**src/ctl_pkg.sv**
```systemverilog
// ----------------------------------------------------------------------------
// ctl_pkg: shared types and constants of the C token lexer
// Token kinds, lexer phase codes, keyword table and lookup, the result item type and the lexer state type.
// ----------------------------------------------------------------------------
package ctl_pkg;

    localparam int POSITION_WIDTH = 16;
    localparam int KEYWORD_CHARS  = 8;
    localparam int MAX_TOKENS     = 3;

    localparam logic [6:0] K_EOF      = 7'd0;
    localparam logic [6:0] K_IDENT    = 7'd1;
    localparam logic [6:0] K_NUMBER   = 7'd2;
    localparam logic [6:0] K_UNKNOWN  = 7'd3;
    localparam logic [6:0] K_KW_BASE  = 7'd4;

    localparam logic [6:0] P_LSQ      = 7'd36;
    localparam logic [6:0] P_RSQ      = 7'd37;
    localparam logic [6:0] P_LPAR     = 7'd38;
    localparam logic [6:0] P_RPAR     = 7'd39;
    localparam logic [6:0] P_LBR      = 7'd40;
    localparam logic [6:0] P_RBR      = 7'd41;
    localparam logic [6:0] P_ELLIP    = 7'd42;
    localparam logic [6:0] P_DOT      = 7'd43;
    localparam logic [6:0] P_AMPAMP   = 7'd44;
    localparam logic [6:0] P_AMPEQ    = 7'd45;
    localparam logic [6:0] P_AMP      = 7'd46;
    localparam logic [6:0] P_STAREQ   = 7'd47;
    localparam logic [6:0] P_STAR     = 7'd48;
    localparam logic [6:0] P_PLUSPLUS = 7'd49;
    localparam logic [6:0] P_PLUSEQ   = 7'd50;
    localparam logic [6:0] P_PLUS     = 7'd51;
    localparam logic [6:0] P_ARROW    = 7'd52;
    localparam logic [6:0] P_MINMIN   = 7'd53;
    localparam logic [6:0] P_MINEQ    = 7'd54;
    localparam logic [6:0] P_MINUS    = 7'd55;
    localparam logic [6:0] P_TILDE    = 7'd56;
    localparam logic [6:0] P_EXCLEQ   = 7'd57;
    localparam logic [6:0] P_EXCL     = 7'd58;
    localparam logic [6:0] P_SLASHEQ  = 7'd59;
    localparam logic [6:0] P_SLASH    = 7'd60;
    localparam logic [6:0] P_PCTEQ    = 7'd61;
    localparam logic [6:0] P_PCT      = 7'd62;
    localparam logic [6:0] P_SHLEQ    = 7'd63;
    localparam logic [6:0] P_SHL      = 7'd64;
    localparam logic [6:0] P_LE       = 7'd65;
    localparam logic [6:0] P_LT       = 7'd66;
    localparam logic [6:0] P_SHREQ    = 7'd67;
    localparam logic [6:0] P_SHR      = 7'd68;
    localparam logic [6:0] P_GE       = 7'd69;
    localparam logic [6:0] P_GT       = 7'd70;
    localparam logic [6:0] P_CARETEQ  = 7'd71;
    localparam logic [6:0] P_CARET    = 7'd72;
    localparam logic [6:0] P_PIPEPIPE = 7'd73;
    localparam logic [6:0] P_PIPEEQ   = 7'd74;
    localparam logic [6:0] P_PIPE     = 7'd75;
    localparam logic [6:0] P_QUEST    = 7'd76;
    localparam logic [6:0] P_COLON    = 7'd77;
    localparam logic [6:0] P_SEMI     = 7'd78;
    localparam logic [6:0] P_EQEQ     = 7'd79;
    localparam logic [6:0] P_EQ       = 7'd80;
    localparam logic [6:0] P_COMMA    = 7'd81;
    localparam logic [6:0] P_HASHHASH = 7'd82;
    localparam logic [6:0] P_HASHAT   = 7'd83;
    localparam logic [6:0] P_HASH     = 7'd84;

    localparam logic [6:0] PH_IDLE    = 7'd0;
    localparam logic [6:0] PH_IDENT   = 7'd1;
    localparam logic [6:0] PH_NUMBER  = 7'd2;
    localparam logic [6:0] PH_DOTDOT  = 7'd85;

    typedef struct packed {
        logic [6:0]  kind;
        logic [15:0] start;
        logic [15:0] len;
        logic [63:0] val;
        logic        ovf;
    } t_tok;

    typedef struct packed {
        logic [POSITION_WIDTH-1:0] pos;
        logic [POSITION_WIDTH-1:0] tstart;
        logic [6:0]                phase;
        logic [15:0]               wlen;
        logic [63:0]               acc;
        logic                      ovf;
    } t_lex_state;

    localparam logic [63:0] KW_TEXT [32] = '{
        "auto", "break", "case", "char", "const", "continue", "default", "do",
        "double", "else", "enum", "extern", "float", "for", "goto", "if",
        "int", "long", "register", "return", "short", "signed", "sizeof",
        "static", "struct", "switch", "typedef", "union", "unsigned", "void",
        "volatile", "while"
    };

    localparam logic [3:0] KW_LEN [32] = '{
        4'd4, 4'd5, 4'd4, 4'd4, 4'd5, 4'd8, 4'd7, 4'd2,
        4'd6, 4'd4, 4'd4, 4'd6, 4'd5, 4'd3, 4'd4, 4'd2,
        4'd3, 4'd4, 4'd8, 4'd6, 4'd5, 4'd6, 4'd6,
        4'd6, 4'd6, 4'd6, 4'd7, 4'd5, 4'd8, 4'd4,
        4'd8, 4'd5
    };

    // prefix holds character i at bits [8*i +: 8]
    function automatic logic [6:0] kw_kind(input logic [8*KEYWORD_CHARS-1:0] prefix,
                                           input logic [15:0] wlen);
        logic [6:0] k;
        logic       hit;
        int         sel;
        k = K_IDENT;
        for (int j = 31; j >= 0; j--) begin
            hit = (wlen == {12'd0, KW_LEN[j]});
            for (int i = 0; i < KEYWORD_CHARS; i++) begin
                sel = (i < int'(KW_LEN[j])) ? (int'(KW_LEN[j]) - 1 - i) : 0;
                if (i < int'(KW_LEN[j]) && prefix[8*i +: 8] != KW_TEXT[j][8*sel +: 8]) begin
                    hit = 1'b0;
                end
            end
            if (hit) begin
                k = 7'(K_KW_BASE + 7'(j));
            end
        end
        return k;
    endfunction

endpackage

```
**src/c_token_lexer_unit.sv**
```systemverilog
// ----------------------------------------------------------------------------
// c_token_lexer_unit: streaming C tokenizer
// Takes one source byte per transaction and emits the tokens it decides.
// ----------------------------------------------------------------------------
// Input channel: i_in_valid / o_in_ready carry i_byte_in and i_end_mark.
// A byte with i_end_mark high flushes the pending token and yields eof;
// positions restart at zero after it.
// Output channel: o_out_valid / i_out_ready carry one token per transaction,
// o_last_of_run marks the last token caused by one input transaction.
// Tokens are registered and appear in the cycle after the input transaction
// that decides them. Throughput: one byte per cycle while each byte yields at
// most one token and the output is not stalled; a byte yielding more tokens
// holds the input until the result register hands out its last token.
// Reset clears the lexer state and drops any buffered tokens.
// A stall on the output holds the buffered tokens and deasserts o_in_ready
// once the last buffered token is not being taken.
// ----------------------------------------------------------------------------
module c_token_lexer_unit (
    input  logic        i_clk,
    input  logic        i_rst_n,
    input  logic        i_in_valid,
    output logic        o_in_ready,
    input  logic [7:0]  i_byte_in,
    input  logic        i_end_mark,
    output logic        o_out_valid,
    input  logic        i_out_ready,
    output logic [6:0]  o_token_kind,
    output logic [15:0] o_start_offset,
    output logic [15:0] o_token_length,
    output logic [63:0] o_number_value,
    output logic        o_number_overflow,
    output logic        o_last_of_run
);

    ctl_pkg::t_lex_state r_state, n_state;
    logic [7:0]          r_prefix [ctl_pkg::KEYWORD_CHARS];
    logic [8*ctl_pkg::KEYWORD_CHARS-1:0] prefix_flat;
    logic                pre_we;
    logic [2:0]          pre_idx;
    logic [7:0]          pre_data;
    ctl_pkg::t_tok       step_tok [ctl_pkg::MAX_TOKENS];
    logic [1:0]          step_count;
    ctl_pkg::t_tok       out_tok;
    logic                accept;

    always_comb begin
        for (int i = 0; i < ctl_pkg::KEYWORD_CHARS; i++) begin
            prefix_flat[8*i +: 8] = r_prefix[i];
        end
    end

    assign accept = i_in_valid && o_in_ready;

    ctl_step u_step (
        .i_state    (r_state),
        .i_prefix   (prefix_flat),
        .i_byte_in  (i_byte_in),
        .i_end_mark (i_end_mark),
        .o_state    (n_state),
        .o_pre_we   (pre_we),
        .o_pre_idx  (pre_idx),
        .o_pre_data (pre_data),
        .o_tok      (step_tok),
        .o_count    (step_count)
    );

    ctl_obuf u_obuf (
        .i_clk       (i_clk),
        .i_rst_n     (i_rst_n),
        .i_load      (accept),
        .i_tok       (step_tok),
        .i_count     (step_count),
        .i_out_ready (i_out_ready),
        .o_can_load  (o_in_ready),
        .o_out_valid (o_out_valid),
        .o_tok       (out_tok),
        .o_last      (o_last_of_run)
    );

    always_ff @(posedge i_clk) begin
        if (!i_rst_n) begin
            r_state <= '0;
        end else if (accept) begin
            r_state <= n_state;
        end
    end

    always_ff @(posedge i_clk) begin
        if (accept && pre_we) begin
            r_prefix[pre_idx] <= pre_data;
        end
    end

    assign o_token_kind      = out_tok.kind;
    assign o_start_offset    = out_tok.start;
    assign o_token_length    = out_tok.len;
    assign o_number_value    = out_tok.val;
    assign o_number_overflow = out_tok.ovf;

`ifndef SYNTHESIS
    a_eof_last: assert property (@(posedge i_clk) disable iff (!i_rst_n)
        (o_out_valid && o_token_kind == ctl_pkg::K_EOF) |-> o_last_of_run)
        else $error("eof token not last of run");

    a_ovf_number: assert property (@(posedge i_clk) disable iff (!i_rst_n)
        (o_out_valid && o_number_overflow) |-> (o_token_kind == ctl_pkg::K_NUMBER))
        else $error("overflow flag on non-number token");

    a_reset_empty: assert property (@(posedge i_clk)
        !i_rst_n |=> !o_out_valid)
        else $error("output valid after reset");
`endif

endmodule

```
**src/ctl_step.sv**
```systemverilog
// ----------------------------------------------------------------------------
// ctl_step: next-state and token logic for one source byte
// Decides the lexer state update and up to three tokens per transaction.
// ----------------------------------------------------------------------------
module ctl_step (
    input  ctl_pkg::t_lex_state                        i_state,
    input  logic [8*ctl_pkg::KEYWORD_CHARS-1:0]        i_prefix,
    input  logic [7:0]                                 i_byte_in,
    input  logic                                       i_end_mark,
    output ctl_pkg::t_lex_state                        o_state,
    output logic                                       o_pre_we,
    output logic [2:0]                                 o_pre_idx,
    output logic [7:0]                                 o_pre_data,
    output ctl_pkg::t_tok                              o_tok [ctl_pkg::MAX_TOKENS],
    output logic [1:0]                                 o_count
);

    logic        is_space, is_digit, is_head, is_punct;
    logic [3:0]  digit;
    logic [6:0]  ext2, start_kind;
    logic        start_wait;
    logic [67:0] prod;
    logic        dig_ovf;
    logic [63:0] dig_acc;
    logic [6:0]  p;
    logic [7:0]  c;
    logic [1:0]  n;
    logic        do_flush;

    assign c = i_byte_in;
    assign p = i_state.phase;

    assign is_space = (c == 8'h20) || (c == 8'h09) || (c == 8'h0C) || (c == 8'h0B)
                   || (c == 8'h0D) || (c == 8'h0A);
    assign is_digit = (c >= "0") && (c <= "9");
    assign is_head  = ((c >= "a") && (c <= "z")) || ((c >= "A") && (c <= "Z")) || (c == "_");
    assign digit    = 4'(c - "0");
    assign is_punct = (p >= ctl_pkg::P_LSQ) && (p <= ctl_pkg::P_HASH);

    always_comb begin
        prod    = ({4'd0, i_state.acc} << 3) + ({4'd0, i_state.acc} << 1) + {64'd0, digit};
        dig_ovf = i_state.ovf || (prod[67:64] != 4'd0);
        dig_acc = dig_ovf ? {64{1'b1}} : prod[63:0];
    end

    always_comb begin
        ext2 = ctl_pkg::PH_IDLE;
        case (p)
            ctl_pkg::P_AMP:   ext2 = (c == "&") ? ctl_pkg::P_AMPAMP
                                   : (c == "=") ? ctl_pkg::P_AMPEQ : ctl_pkg::PH_IDLE;
            ctl_pkg::P_STAR:  ext2 = (c == "=") ? ctl_pkg::P_STAREQ : ctl_pkg::PH_IDLE;
            ctl_pkg::P_PLUS:  ext2 = (c == "+") ? ctl_pkg::P_PLUSPLUS
                                   : (c == "=") ? ctl_pkg::P_PLUSEQ : ctl_pkg::PH_IDLE;
            ctl_pkg::P_MINUS: ext2 = (c == ">") ? ctl_pkg::P_ARROW
                                   : (c == "-") ? ctl_pkg::P_MINMIN
                                   : (c == "=") ? ctl_pkg::P_MINEQ : ctl_pkg::PH_IDLE;
            ctl_pkg::P_EXCL:  ext2 = (c == "=") ? ctl_pkg::P_EXCLEQ : ctl_pkg::PH_IDLE;
            ctl_pkg::P_SLASH: ext2 = (c == "=") ? ctl_pkg::P_SLASHEQ : ctl_pkg::PH_IDLE;
            ctl_pkg::P_PCT:   ext2 = (c == "=") ? ctl_pkg::P_PCTEQ : ctl_pkg::PH_IDLE;
            ctl_pkg::P_LT:    ext2 = (c == "=") ? ctl_pkg::P_LE : ctl_pkg::PH_IDLE;
            ctl_pkg::P_GT:    ext2 = (c == "=") ? ctl_pkg::P_GE : ctl_pkg::PH_IDLE;
            ctl_pkg::P_CARET: ext2 = (c == "=") ? ctl_pkg::P_CARETEQ : ctl_pkg::PH_IDLE;
            ctl_pkg::P_PIPE:  ext2 = (c == "|") ? ctl_pkg::P_PIPEPIPE
                                   : (c == "=") ? ctl_pkg::P_PIPEEQ : ctl_pkg::PH_IDLE;
            ctl_pkg::P_EQ:    ext2 = (c == "=") ? ctl_pkg::P_EQEQ : ctl_pkg::PH_IDLE;
            ctl_pkg::P_HASH:  ext2 = (c == "#") ? ctl_pkg::P_HASHHASH
                                   : (c == "@") ? ctl_pkg::P_HASHAT : ctl_pkg::PH_IDLE;
            default:          ext2 = ctl_pkg::PH_IDLE;
        endcase
    end

    always_comb begin
        start_wait = 1'b1;
        start_kind = ctl_pkg::K_UNKNOWN;
        case (c)
            "[": begin start_kind = ctl_pkg::P_LSQ;   start_wait = 1'b0; end
            "]": begin start_kind = ctl_pkg::P_RSQ;   start_wait = 1'b0; end
            "(": begin start_kind = ctl_pkg::P_LPAR;  start_wait = 1'b0; end
            ")": begin start_kind = ctl_pkg::P_RPAR;  start_wait = 1'b0; end
            "{": begin start_kind = ctl_pkg::P_LBR;   start_wait = 1'b0; end
            "}": begin start_kind = ctl_pkg::P_RBR;   start_wait = 1'b0; end
            "~": begin start_kind = ctl_pkg::P_TILDE; start_wait = 1'b0; end
            "?": begin start_kind = ctl_pkg::P_QUEST; start_wait = 1'b0; end
            ":": begin start_kind = ctl_pkg::P_COLON; start_wait = 1'b0; end
            ";": begin start_kind = ctl_pkg::P_SEMI;  start_wait = 1'b0; end
            ",": begin start_kind = ctl_pkg::P_COMMA; start_wait = 1'b0; end
            ".": start_kind = ctl_pkg::P_DOT;
            "&": start_kind = ctl_pkg::P_AMP;
            "*": start_kind = ctl_pkg::P_STAR;
            "+": start_kind = ctl_pkg::P_PLUS;
            "-": start_kind = ctl_pkg::P_MINUS;
            "!": start_kind = ctl_pkg::P_EXCL;
            "/": start_kind = ctl_pkg::P_SLASH;
            "%": start_kind = ctl_pkg::P_PCT;
            "<": start_kind = ctl_pkg::P_LT;
            ">": start_kind = ctl_pkg::P_GT;
            "^": start_kind = ctl_pkg::P_CARET;
            "|": start_kind = ctl_pkg::P_PIPE;
            "=": start_kind = ctl_pkg::P_EQ;
            "#": start_kind = ctl_pkg::P_HASH;
            default: begin start_kind = ctl_pkg::K_UNKNOWN; start_wait = 1'b0; end
        endcase
    end

    always_comb begin
        o_state    = i_state;
        o_pre_we   = 1'b0;
        o_pre_idx  = 3'd0;
        o_pre_data = c;
        for (int t = 0; t < ctl_pkg::MAX_TOKENS; t++) begin
            o_tok[t] = '0;
        end
        n        = 2'd0;
        do_flush = 1'b0;

        if (i_end_mark) begin
            do_flush = 1'b1;
        end else if (p == ctl_pkg::PH_IDENT && (is_head || is_digit)) begin
            if (i_state.wlen < 16'(ctl_pkg::KEYWORD_CHARS)) begin
                o_pre_we  = 1'b1;
                o_pre_idx = i_state.wlen[2:0];
            end
            if (i_state.wlen != 16'hFFFF) begin
                o_state.wlen = i_state.wlen + 16'd1;
            end
        end else if (p == ctl_pkg::PH_NUMBER && is_digit) begin
            o_state.acc = dig_acc;
            o_state.ovf = dig_ovf;
            if (i_state.wlen != 16'hFFFF) begin
                o_state.wlen = i_state.wlen + 16'd1;
            end
        end else if (p == ctl_pkg::PH_DOTDOT && c == ".") begin
            o_tok[0]       = '{ctl_pkg::P_ELLIP, i_state.tstart, 16'd3, 64'd0, 1'b0};
            n              = 2'd1;
            o_state.phase  = ctl_pkg::PH_IDLE;
        end else if ((p == ctl_pkg::P_SHL || p == ctl_pkg::P_SHR) && c == "=") begin
            o_tok[0]       = '{(p == ctl_pkg::P_SHL) ? ctl_pkg::P_SHLEQ : ctl_pkg::P_SHREQ,
                               i_state.tstart, 16'd3, 64'd0, 1'b0};
            n              = 2'd1;
            o_state.phase  = ctl_pkg::PH_IDLE;
        end else if (p == ctl_pkg::P_DOT && c == ".") begin
            o_state.phase = ctl_pkg::PH_DOTDOT;
        end else if (p == ctl_pkg::P_LT && c == "<") begin
            o_state.phase = ctl_pkg::P_SHL;
        end else if (p == ctl_pkg::P_GT && c == ">") begin
            o_state.phase = ctl_pkg::P_SHR;
        end else if (is_punct && ext2 != ctl_pkg::PH_IDLE) begin
            o_tok[0]       = '{ext2, i_state.tstart, 16'd2, 64'd0, 1'b0};
            n              = 2'd1;
            o_state.phase  = ctl_pkg::PH_IDLE;
        end else begin
            do_flush = 1'b1;
        end

        if (do_flush) begin
            o_state.phase = ctl_pkg::PH_IDLE;
            if (p == ctl_pkg::PH_IDENT) begin
                o_tok[0] = '{ctl_pkg::kw_kind(i_prefix, i_state.wlen), i_state.tstart,
                             i_state.wlen, 64'd0, 1'b0};
                n        = 2'd1;
            end else if (p == ctl_pkg::PH_NUMBER) begin
                o_tok[0] = '{ctl_pkg::K_NUMBER, i_state.tstart, i_state.wlen,
                             i_state.acc, i_state.ovf};
                n        = 2'd1;
            end else if (p == ctl_pkg::PH_DOTDOT) begin
                o_tok[0] = '{ctl_pkg::P_DOT, i_state.tstart, 16'd1, 64'd0, 1'b0};
                o_tok[1] = '{ctl_pkg::P_DOT, i_state.tstart + 16'd1, 16'd1, 64'd0, 1'b0};
                n        = 2'd2;
            end else if (is_punct) begin
                o_tok[0] = '{p, i_state.tstart,
                             (p == ctl_pkg::P_SHL || p == ctl_pkg::P_SHR) ? 16'd2 : 16'd1,
                             64'd0, 1'b0};
                n        = 2'd1;
            end

            if (i_end_mark) begin
                o_tok[n] = '{ctl_pkg::K_EOF, i_state.pos, 16'd0, 64'd0, 1'b0};
                n        = n + 2'd1;
                o_state.tstart = '0;
                o_state.wlen   = 16'd0;
                o_state.acc    = 64'd0;
                o_state.ovf    = 1'b0;
            end else if (!is_space) begin
                o_state.tstart = i_state.pos;
                if (is_head) begin
                    o_pre_we      = 1'b1;
                    o_pre_idx     = 3'd0;
                    o_state.wlen  = 16'd1;
                    o_state.phase = ctl_pkg::PH_IDENT;
                end else if (is_digit) begin
                    o_state.acc   = {60'd0, digit};
                    o_state.ovf   = 1'b0;
                    o_state.wlen  = 16'd1;
                    o_state.phase = ctl_pkg::PH_NUMBER;
                end else if (start_wait) begin
                    o_state.phase = start_kind;
                end else begin
                    o_tok[n] = '{start_kind, i_state.pos, 16'd1, 64'd0, 1'b0};
                    n        = n + 2'd1;
                end
            end
        end

        o_state.pos = i_end_mark ? '0 : i_state.pos + 16'd1;
        o_count     = n;
    end

endmodule

```
**src/ctl_obuf.sv**
```systemverilog
// ----------------------------------------------------------------------------
// ctl_obuf: result register for the tokens of one transaction
// Holds up to three tokens and hands them out one per output transaction.
// ----------------------------------------------------------------------------
module ctl_obuf (
    input  logic          i_clk,
    input  logic          i_rst_n,
    input  logic          i_load,
    input  ctl_pkg::t_tok i_tok [ctl_pkg::MAX_TOKENS],
    input  logic [1:0]    i_count,
    input  logic          i_out_ready,
    output logic          o_can_load,
    output logic          o_out_valid,
    output ctl_pkg::t_tok o_tok,
    output logic          o_last
);

    ctl_pkg::t_tok r_tok [ctl_pkg::MAX_TOKENS];
    logic [1:0]    r_cnt, n_cnt;
    logic [1:0]    r_idx, n_idx;

    assign o_out_valid = (r_idx < r_cnt);
    assign o_last      = ((r_idx + 2'd1) == r_cnt);
    assign o_can_load  = (r_idx == r_cnt) || (o_last && i_out_ready);
    assign o_tok       = r_tok[r_idx];

    always_comb begin
        n_cnt = r_cnt;
        n_idx = r_idx;
        if (i_load) begin
            n_cnt = i_count;
            n_idx = 2'd0;
        end else if (o_out_valid && i_out_ready) begin
            n_idx = r_idx + 2'd1;
        end
    end

    always_ff @(posedge i_clk) begin
        if (!i_rst_n) begin
            r_cnt <= 2'd0;
            r_idx <= 2'd0;
        end else begin
            r_cnt <= n_cnt;
            r_idx <= n_idx;
        end
    end

    always_ff @(posedge i_clk) begin
        if (i_load) begin
            r_tok <= i_tok;
        end
    end

endmodule

```
**config.mk**
```make
export PLATFORM = sky130hd
export DESIGN_NAME = c_token_lexer_unit
export DESIGN_NICKNAME = d
export VERILOG_FILES = /design/src/ctl_pkg.sv /design/src/c_token_lexer_unit.sv /design/src/ctl_step.sv /design/src/ctl_obuf.sv
export SDC_FILE = /design/constraint.sdc
export NUM_CORES = 1
export LEC_CHECK = 0
export BUFFER_PORTS_ARGS = -buffer_cell sky130_fd_sc_hd__buf_4
export CELL_PAD_IN_SITES_DETAIL_PLACEMENT = 1
export CELL_PAD_IN_SITES_GLOBAL_PLACEMENT = 1
export CORE_MARGIN = 2
export CORE_UTILIZATION = 40
export CTS_CLUSTER_SIZE = 14
export DETAILED_ROUTE_END_ITERATION = 12
export PLACE_DENSITY_LB_ADDON = 0.1
export SYNTH_ARGS = -nofsm -noshare
export SYNTH_HDL_FRONTEND = slang
export SYNTH_SLANG_ARGS = --single-unit
export TNS_END_PERCENT = 30
```
**constraint.sdc**
```tcl
create_clock -name i_clk -period 9 [get_ports i_clk]
set_input_delay 0.9 -clock i_clk [delete_from_list [all_inputs] [get_ports i_clk]]
set_output_delay 0.9 -clock i_clk [all_outputs]
set_load 0.05 [all_outputs]
```
== Word-level counts from Yosys, hierarchy flattened ==
Memory sizes are Yosys's and may differ from the RTL's.
Cells that the tools add are included.

* Add/sub/neg operators: 8
* Magnitude comparators: 13
* Equality and inequality tests: 153
* Multiplexer cells: 381
* Bitwise operators: 3
* Reductions and logical operators: 35

{| class="wikitable"
|+ Operators by type and width
! cell !! count
|-
| 2-to-1 mux 104 bit || 21
|-
| 2-to-1 mux 312 bit || 6
|-
| inequality test 8 x 7 -> 1 bit (second input constant) || 87
|-
| bitwise mux 312 bit || 2
|-
| 2-to-1 mux 81 bit || 5
|-
| 2-to-1 mux 1 bit || 250
|-
| 2-to-1 mux 6 bit || 39
|-
| binary-select mux 104 bit (select 2 bit) || 1
|-
| demux 104 bit (select 2 bit) || 1
|-
| 2-to-1 mux 88 bit || 2
|-
| case mux 7 bit (25 select lines) || 1
|-
| 2-to-1 mux 7 bit || 24
|-
| == test 8 x 6 -> 1 bit (second input constant) || 19
|-
| 2-to-1 mux 65 bit || 2
|-
| 2-to-1 mux 103 bit || 1
|-
| case mux 7 bit (13 select lines) || 1
|-
| == test 8 x 7 -> 1 bit (second input constant) || 9
|-
| adder 67 x 65 -> 68 bit || 1
|-
| adder 68 x 4 -> 68 bit || 1
|-
| == test 16 x 3 -> 1 bit (second input constant) || 4
|-
| 2-to-1 mux 16 bit || 4
|-
| 2-to-1 mux 64 bit || 1
|-
| == test 7 bit (second input constant) || 9
|-
| == test 7 x 6 -> 1 bit (second input constant) || 8
|-
| other kinds (35) || 94
|}

* Register bits after elaboration: 436
* Bits in writable memories: 64
* Input port bits: 13
* Output and inout bits: 107
* Word-level logic and storage cells: 617
* Memories: 1

{| class="wikitable"
|+ Memory list
! memory !! depth !! width !! rd ports !! clocked after Yosys merged registers in !! write ports !! RTL line !! text
|-
| r_prefix || 8 || 8 || 8 || 0 || 1 || c_token_lexer_unit.sv:36 || <nowiki>logic [7:0] r_prefix [ctl_pkg::KEYWORD_CHARS];</nowiki>
|}

== Logic depth before layout (Yosys ltp) ==
Gate-level depths: netlist of the first run.

* Word-level depth: 58
* Mapped depth: 15
* Mapped depth without buffers: 13

== Hierarchy ==
From an unflattened synthesis of the first run, not the netlist that was laid out.

* Cells, all modules: 3373
* Area total of the unflattened synthesis: 31871.8 sq um

{| class="wikitable"
|+ Modules (own cells, without submodules)
! module !! instances !! cells each !! area each (sq um) !! sequential area each (sq um)
|-
| ctl_step || 1 || 2058 || 13236.4 || 0.0
|-
| ctl_obuf || 1 || 689 || 11756.3 || 9449.1
|-
| c_token_lexer_unit || 1 || 626 || 6879.1 || 4324.1
|}

== Least setup slack after synthesis of the first run ==
No wires, ideal clock.

* Path kind: flip-flop to flip-flop
* Start point: reg u_obuf.r_idx[0]
* End point: reg r_state[108] in the netlist's numbering
* Data arrival time: 7710 ps
* Setup slack: 1225 ps
* Stages on the path, launching flop included: 12
* Clock period less this slack: 7775 ps
* Cells stage by stage: dfxtp_1 > clkbuf_1 > inv_1 > ha_1 > nor2_1 > a22o_1 > nand2_1 > inv_1 > clkbuf_1 > nand4_1 > xor2_1 > nor2_1

* Longest elaborated chain between the ends: 5

{| class="wikitable"
|+ RTL lines
! element !! RTL line !! text
|-
| start: declaration || ctl_obuf.sv:20 || <nowiki>logic [1:0] r_idx, n_idx;</nowiki>
|-
| start signal: assignment || ctl_obuf.sv:44 || <nowiki>r_idx <= n_idx;</nowiki>
|-
| adder 2 x 1 -> 2 bit || ctl_obuf.sv:23 || <nowiki>assign o_last = ((r_idx + 2'd1) == r_cnt);</nowiki>
|-
| == test 2 bit || ctl_obuf.sv:23 ||
|-
| via o_last_of_run || c_token_lexer_unit.sv:32 || <nowiki>output logic o_last_of_run</nowiki>
|-
| logical AND 1 bit || ctl_obuf.sv:24 || <nowiki>assign o_can_load = (r_idx == r_cnt) || (o_last && i_out_ready);</nowiki>
|-
| logical OR 1 bit || ctl_obuf.sv:24 ||
|-
| via o_in_ready || c_token_lexer_unit.sv:22 || <nowiki>output logic o_in_ready,</nowiki>
|-
| logical AND 1 bit || c_token_lexer_unit.sv:52 || <nowiki>assign accept = i_in_valid && o_in_ready;</nowiki>
|-
| via accept || c_token_lexer_unit.sv:44 || <nowiki>logic accept;</nowiki>
|-
| end signal: assignment || c_token_lexer_unit.sv:84 || <nowiki>r_state <= n_state;</nowiki>
|-
| end: declaration || c_token_lexer_unit.sv:35 || <nowiki>ctl_pkg::t_lex_state r_state, n_state;</nowiki>
|}

The timed path passes the listed nets, and every way through them passes these cells.
A chain may end at the register's enable or synchronous reset.

== Worst setup path after layout of the first run ==
* Start point: in i_byte_in[2]
* End point: reg r_state[47] in the netlist's numbering

* Longest elaborated chain between the ends: 17

{| class="wikitable"
|+ RTL lines
! element !! RTL line !! text
|-
| start: declaration || c_token_lexer_unit.sv:23 || <nowiki>input logic [7:0] i_byte_in,</nowiki>
|-
| branches (longest 16 deep; another with adder 68 x 4 -> 68 bit) || n/a ||
|-
| 2-to-1 mux 88 bit (*) || ctl_step.sv:155 || <nowiki>if (do_flush) begin</nowiki>
|}

Mark *: on every way between the ends. The select of a mux whose other input is x is not followed.

==> metrics, run 1 <==
status finished, final reports clean; Final GP Congestion 0.952; Period minus WS final 5240 ps; DIE HEIGHT 242 um; final setup fails 0; dominant synthesized flop cell edfxtp_1; Hold Crit Class reg2reg; initial antenna violation count 2; final non-filler cell total 3,424; Pwr Density 253 nW/um2; leading cell type in the layout, fill and taps excluded nand2_1; CP Launch Type input port; Inserted Diodes 0; switching power 0.00273 W; Worst R2R Path Depth 12; # resized after CTS 0; simple logic cell fraction of the synthesized area 0.277; clock buffer depth 3; port bufs 119; DRT iter0 DRCs 1,357; Setup TNS 0 ps; crit-path max FO 33; clock skew 39.1 ps; # DRC 0; TritonCTS Buffers 40; # IOs 120; xor and xnor fraction of the mapped netlist area 0.0340; Critical R2R Capture r_state[47]; adder-cell area share of the yosys netlist 0.0780; Reg power frac 0.338; CTS tree done; Synth Net Count 2,730; clk_lat worst skew 570 ps; DIE WIDTH 242 um; # Post-CTS Setup Buffers 0; Worst VDD drop 0.000267 V; Slew @ Worst Pin 1220 ps; worst setup margin 3760 ps; layout cell share with drive strength beyond 1 0.0933; Cell Area, Synth 22,600 um2; worst slack, placed 3180 ps; switching power share of the total 0.423; crit end category flip-flop; Root Buffer clkbuf_16; total design power 0.00645 W; Initial Utilization 0.403; slowest stage cell, crit path nand3_2; relative slew slack 0.180; via count 20,500; Yosys warnings 0; total of max-cap violations 0; final count of hold timing violations 0; largest net degree at the start of global routing 65; worst path required time 9440 ps; number of global-route vias before repair 21,500; gr usage total 0.269; FILL cells 6,591; final period utilization 0.582; CP Cell Sequence buf_4 > ha_1 > ha_1 > fa_1 > a211oi_1 > o211ai_1 > a21oi_1 > a2111oi_2 > nor4_1 > o21ai_0 > a21oi_1 > nand3_2 > buf_4 > a221oi_1 > o21ai_1; origin of the worst min-delay path r_state[31]; Int Power 0.00372 W; Synth Instances 2,577; placed cell count 3,350; H-tree levels 2; row cnt 87; area grow syn2layout 12.7%; Async SR Flop Fraction 0; first-pass GRT wire length 125,000 um; Slew Viols, Final 0; Post-synth EDFFs 216; core area 56,200 um2; Fmax 0.191 GHz; synthesized flop and latch total 340; register area share after synthesis 0.396; Vias/cell 5.99; Pre-antenna DRT Iters 5; largest family of logic cells by synthesized area simple AND/OR/NAND/NOR gates; total congestion overflow 0; Setup Crit Path Kind in2reg; worst reg2reg path startpoint u_obuf.r_idx[1]; Pleak 9.77 nW; Die Area 58,500 um2; Arrival @ worst endpoint 5680 ps; clock power share 0.262; most frequent cells in the layout nand2_1 (309), edfxtp_1 (216), o21ai_0 (200); Combinational Power Share 0.400; clock sinks 340; final WL 79,400 um; # nets final 2,789; Syn Area/Cell 8.79 um2; final core utilization 0.455; hold_buf cts 0; DPL Wire Length 59,400 um; Post-DRT Antenna Nets 0; Netlist cell types 94; complex-gate fraction of the synthesized area 0.171; RSZ-0062 raised after global routing false; mux cell area share after synthesis 0.0133; Routed wire per std cell 23.2 um; r2r setup slk 3910 ps; worst stage delay on the critical path 500 ps; Min-Delay Endpoint r_state[31]; Clock transition at path regs 60 ps; Hold Crit Depth 2
registers in the layout, indices dropped and copies added (netlist names):
name / cells
r_prefix: 64
u_obuf.r_tok: 152
u_obuf.r_cnt: 2
r_state: 120
u_obuf.r_idx: 2
logic make-up after synthesis:
kind of cell / Yosys count
compound gates: 620
xor+xnor: 88
fa+ha+maj: 140
buf+inv: 170
flops: 340
mux: 30
simple gates: 1189
cells in the mapped netlist (all sizes together) (9+ instances only):
| cell type | number | area [um2] |
|---|---|---|
| nand2b | 20 | 125 |
| xnor2 | 54 | 473 |
| nor4 | 44 | 297 |
| buf | 38 | 199 |
| nor2b | 37 | 234 |
| nand4 | 64 | 400 |
| a22o | 20 | 175 |
| a21o | 23 | 173 |
| and2 | 196 | 1230 |
| and4 | 9 | 78.8 |
| o21ai | 226 | 1130 |
| nand4b | 15 | 131 |
| mux2i | 30 | 300 |
| nor2 | 189 | 717 |
| nand3b | 15 | 113 |
| xor2 | 34 | 298 |
| a211oi | 15 | 113 |
| o21bai | 15 | 113 |
| a31oi | 20 | 125 |
| or3 | 19 | 119 |
| clkbuf | 90 | 338 |
| nor3 | 69 | 345 |
| o22ai | 17 | 120 |
| nor4bb | 11 | 110 |
| o21a | 15 | 113 |
| nand3 | 97 | 485 |
| or4 | 9 | 71.3 |
| o211ai | 13 | 97.6 |
| ha | 138 | 1730 |
| and3 | 35 | 219 |
| nor4b | 11 | 103 |
| dfxtp | 124 | 2480 |
| a21oi | 149 | 768 |
| inv | 42 | 158 |
| nor3b | 14 | 105 |
| nand2 | 309 | 1160 |
| edfxtp | 216 | 6490 |
| a41oi | 10 | 87.6 |
worst max-delay path by stage:
| stage | startpoint | end | slack [ps] |
|---|---|---|---|
| finish | i_byte_in[2] | r_state[47] | 3760 |
| floorplan | u_obuf.r_idx[0] | r_state[108] | 1220 |
| global route | i_byte_in[2] | r_state[47] | 3300 |
| global placement | i_byte_in[2] | r_state[47] | 3420 |
| detailed placement | i_byte_in[2] | r_state[47] | 3180 |
| CTS | i_byte_in[2] | r_state[47] | 3770 |
power groups by stage:
stage / Clock [W] / Combinational, W / Sequential (W)
finish: 0.00169 / 0.00258 / 0.00218
global placement: 0 / 0.00257 / 0.00220
floorplan: 0 / 0.00181 / 0.00220
global route: 0.00178 / 0.00274 / 0.00222
detailed placement: 0 / 0.00260 / 0.00222
CTS: 0.00173 / 0.00260 / 0.00218
metal layers:
layer,up-vias,global-route usage,part of all wire
li1,9661,-,-
met1,10200,0.341,0.44
met2,455,0.472,0.49
met3,158,0.0278,0.037
met4,2,0.0988,0.037
met5,-,0,0.00016
final cells by class:
cell class / count / area, um2 / share of cell area
repair buffers: 145 / 1090 / 0.0426
clock buffers: 48 / 1090 / 0.0428
clock inverters: 26 / 273 / 0.0107
flip-flops and latches: 340 / 8970 / 0.351
well taps: 756 / 946 / 0.0370
inverters: 42 / 163 / 0.00637
multi-input cells: 2067 / 13000 / 0.509
critical path: cells and delay by family:
family | cells | cell delay (ps)
buffers and inverters | 2 | 800
adder cells (fa/ha/maj) | 3 | 1030
AO/OA/AOI/OAI | 8 | 1880
AND/OR/NAND/NOR | 2 | 990
per-stage QoR:
stage / hold WS [ps] / cell area, um2
2_1_floorplan: 440 / 22600
6_report: 492 / 25500
5_1_grt: 521 / 25500
4_1_cts: 490 / 25500
3_5_place_dp: 477 / 24200
3_3_place_gp: 482 / 24200
Power figures use the tool's default switching activity.
==> inputs of run 2 (changes only) <==
Clock period 9 ns to 4.4 ns, I/O delays scaled along.
==> run 2 against run 1 <==
Die area did not move. Sequential power rose by 100%. Sequential cell count did not move. Routed wire length rose by 3.6%. Core utilization rose by 1.4 points. Final cell count rose by 2.4%. Hold slack got worse by 300 ps. Largest power group unchanged.
==> metrics, run 2 (synthesis results as in run 1) <==
core area 56,200 um2 (unchanged); total congestion overflow 0 (unchanged); worst path required time 4830 ps (-4610 ps); CP Launch Type flip-flop; Top Registers u_obuf.r_tok: 152 flops, r_state: 120 flops, r_prefix: 64 flops; Pwr Density 516 nW/um2 (+100%); clk_lat worst skew 570 ps (about the same); relative slew slack 0.314 (+0.134); first-pass GRT wire length 127,000 um (+1.6%); clock buffer depth 3 (unchanged); # IOs 120 (unchanged); max FFs per register 152 (unchanged); hold_buf cts 0 (unchanged); Post-DRT Antenna Nets 0 (unchanged); Clock transition at path regs 60 ps (about the same); status finished, final reports clean; Setup TNS 0 ps (unchanged); WHS 191 ps (-300 ps); CTS tree done; layout cell share with drive strength beyond 1 0.119 (+0.0256); TritonCTS Buffers 41 (+2.5%); largest net degree at the start of global routing 83 (+28%); Slew Viols, Final 0 (unchanged); Arrival @ worst endpoint 4510 ps (-1170 ps); Vias/cell 5.91 (-1.2%); DPL Wire Length 62,500 um (+5.3%); Fmax 0.245 GHz; Die Area 58,500 um2 (unchanged); Initial Utilization 0.403 (unchanged); final core utilization 0.468 (+0.0138); Worst VDD drop 0.000437 V (+63%); total design power 0.0136 W (+110%); port bufs 119 (unchanged); number of global-route vias before repair 21,700 (+1.1%); DRT iter0 DRCs 1,394 (+2.7%); Pleak 10.2 nW (+4.6%); crit end category flip-flop; most flop-heavy register u_obuf.r_tok; leading cell type in the layout, fill and taps excluded nand2_1; crit-path max FO 57 (+73%); final setup fails 0 (unchanged); H-tree levels 2 (unchanged); # nets final 2,869 (+2.9%); initial antenna violation count 1 (-1); gr usage total 0.274 (+0.00593); Routed wire per std cell 23.5 um (+1.2%); Slew @ Worst Pin 1030 ps (-190 ps); area grow syn2layout 16.2%; # DRC 0 (unchanged); DIE HEIGHT 242 um (unchanged); Hold Crit Class in2reg; Period minus WS final 4080 ps; RSZ-0062 raised after global routing false; clock skew 34.0 ps (-5.06 ps); final count of hold timing violations 0 (unchanged); final WL 82,300 um (+3.6%); most frequent cells in the layout nand2_1 (309), buf_4 (218), edfxtp_1 (216); row cnt 87 (unchanged); Inserted Diodes 0 (unchanged); via count 20,700 (+1.1%); final period utilization 0.928; Setup Crit Path Kind reg2reg; FILL cells 6,569 (-0.33%); Final GP Congestion 0.940 (-1.4%); DIE WIDTH 242 um (unchanged); total of max-cap violations 0 (unchanged); Root Buffer clkbuf_16; Pre-antenna DRT Iters 5 (unchanged); clock sinks 340 (unchanged)
==> run 2: changes by cell type in the layout (fill, tap and decap cells not counted), sizes merged <==
cell / change
inv: -1
clkinvlp: -2
buf: +79
clkbuf: +5
bufinv: +2
clkinv: -2
==> run 2: path summary, 6_finish.rpt <==
check,start,end,slack (ps),cells past startpoint
worst max register to register,r_state[29],r_state[47],320,14
worst min register to register,r_state[28],r_state[28],480,2
worst max-delay path,r_state[29],r_state[47],320,14
worst min-delay path,i_byte_in[1],r_prefix[0][1],190,1
==> run 2: cell type report <==
type	instances	area, um2	area share
Tap cell	756	946	0.0360
Sequential cell	340	8970	0.341
Multi-Input combinational cell	2067	13000	0.496
Clock inverter	23	292	0.0111
Inverter	42	163	0.00618
Timing Repair Buffer	224	1760	0.0668
Clock buffer	53	1140	0.0435
==> run 2: timing repair <==
action                     CTS  global route
setup buffers                0             0
setup endpoints to repair    0            13
gates resized for setup      0             5
==> run 2: worst max-delay path, cell delays in order, from the launching register on <==
cell	delay (ps)
dfxtp_1	400
ha_1	260
ha_1	380
nand2_1	150
or3_1	410
or2_1	270
a2111oi_4	510
nor4_1	90
buf_4	170
o221a_2	250
a21oi_1	240
nand3_2	130
buf_12	220
a221oi_1	310
o21ai_1	100
==> run 2: through the flow <==
stage / std cells / setup slack (ps) / instance area [um2]
after CTS: 3505 / 198 / 26300
after floorplan: 2577 / 435 / 22700
after global placement: 3429 / 242 / 24800
after global routing: 3505 / 53.9 / 26300
final: 3505 / 319 / 26300
after detailed placement: 3429 / 67.4 / 24800
==> run 2: metal layers <==
layer  GRT usage  wire length, um
met1       0.344            35900
met2       0.492            41200
met3      0.0309             2780
met4      0.0870             2510
met5           0                0
==> run 2: power by group <==
| group | total, W | switching, W | internal (W) |
|---|---|---|---|
| Clock | 0.00362 | 0.00137 | 0.00224 |
| Combinational | 0.00551 | 0.00399 | 0.00152 |
| Sequential | 0.00446 | 0.000257 | 0.00420 |
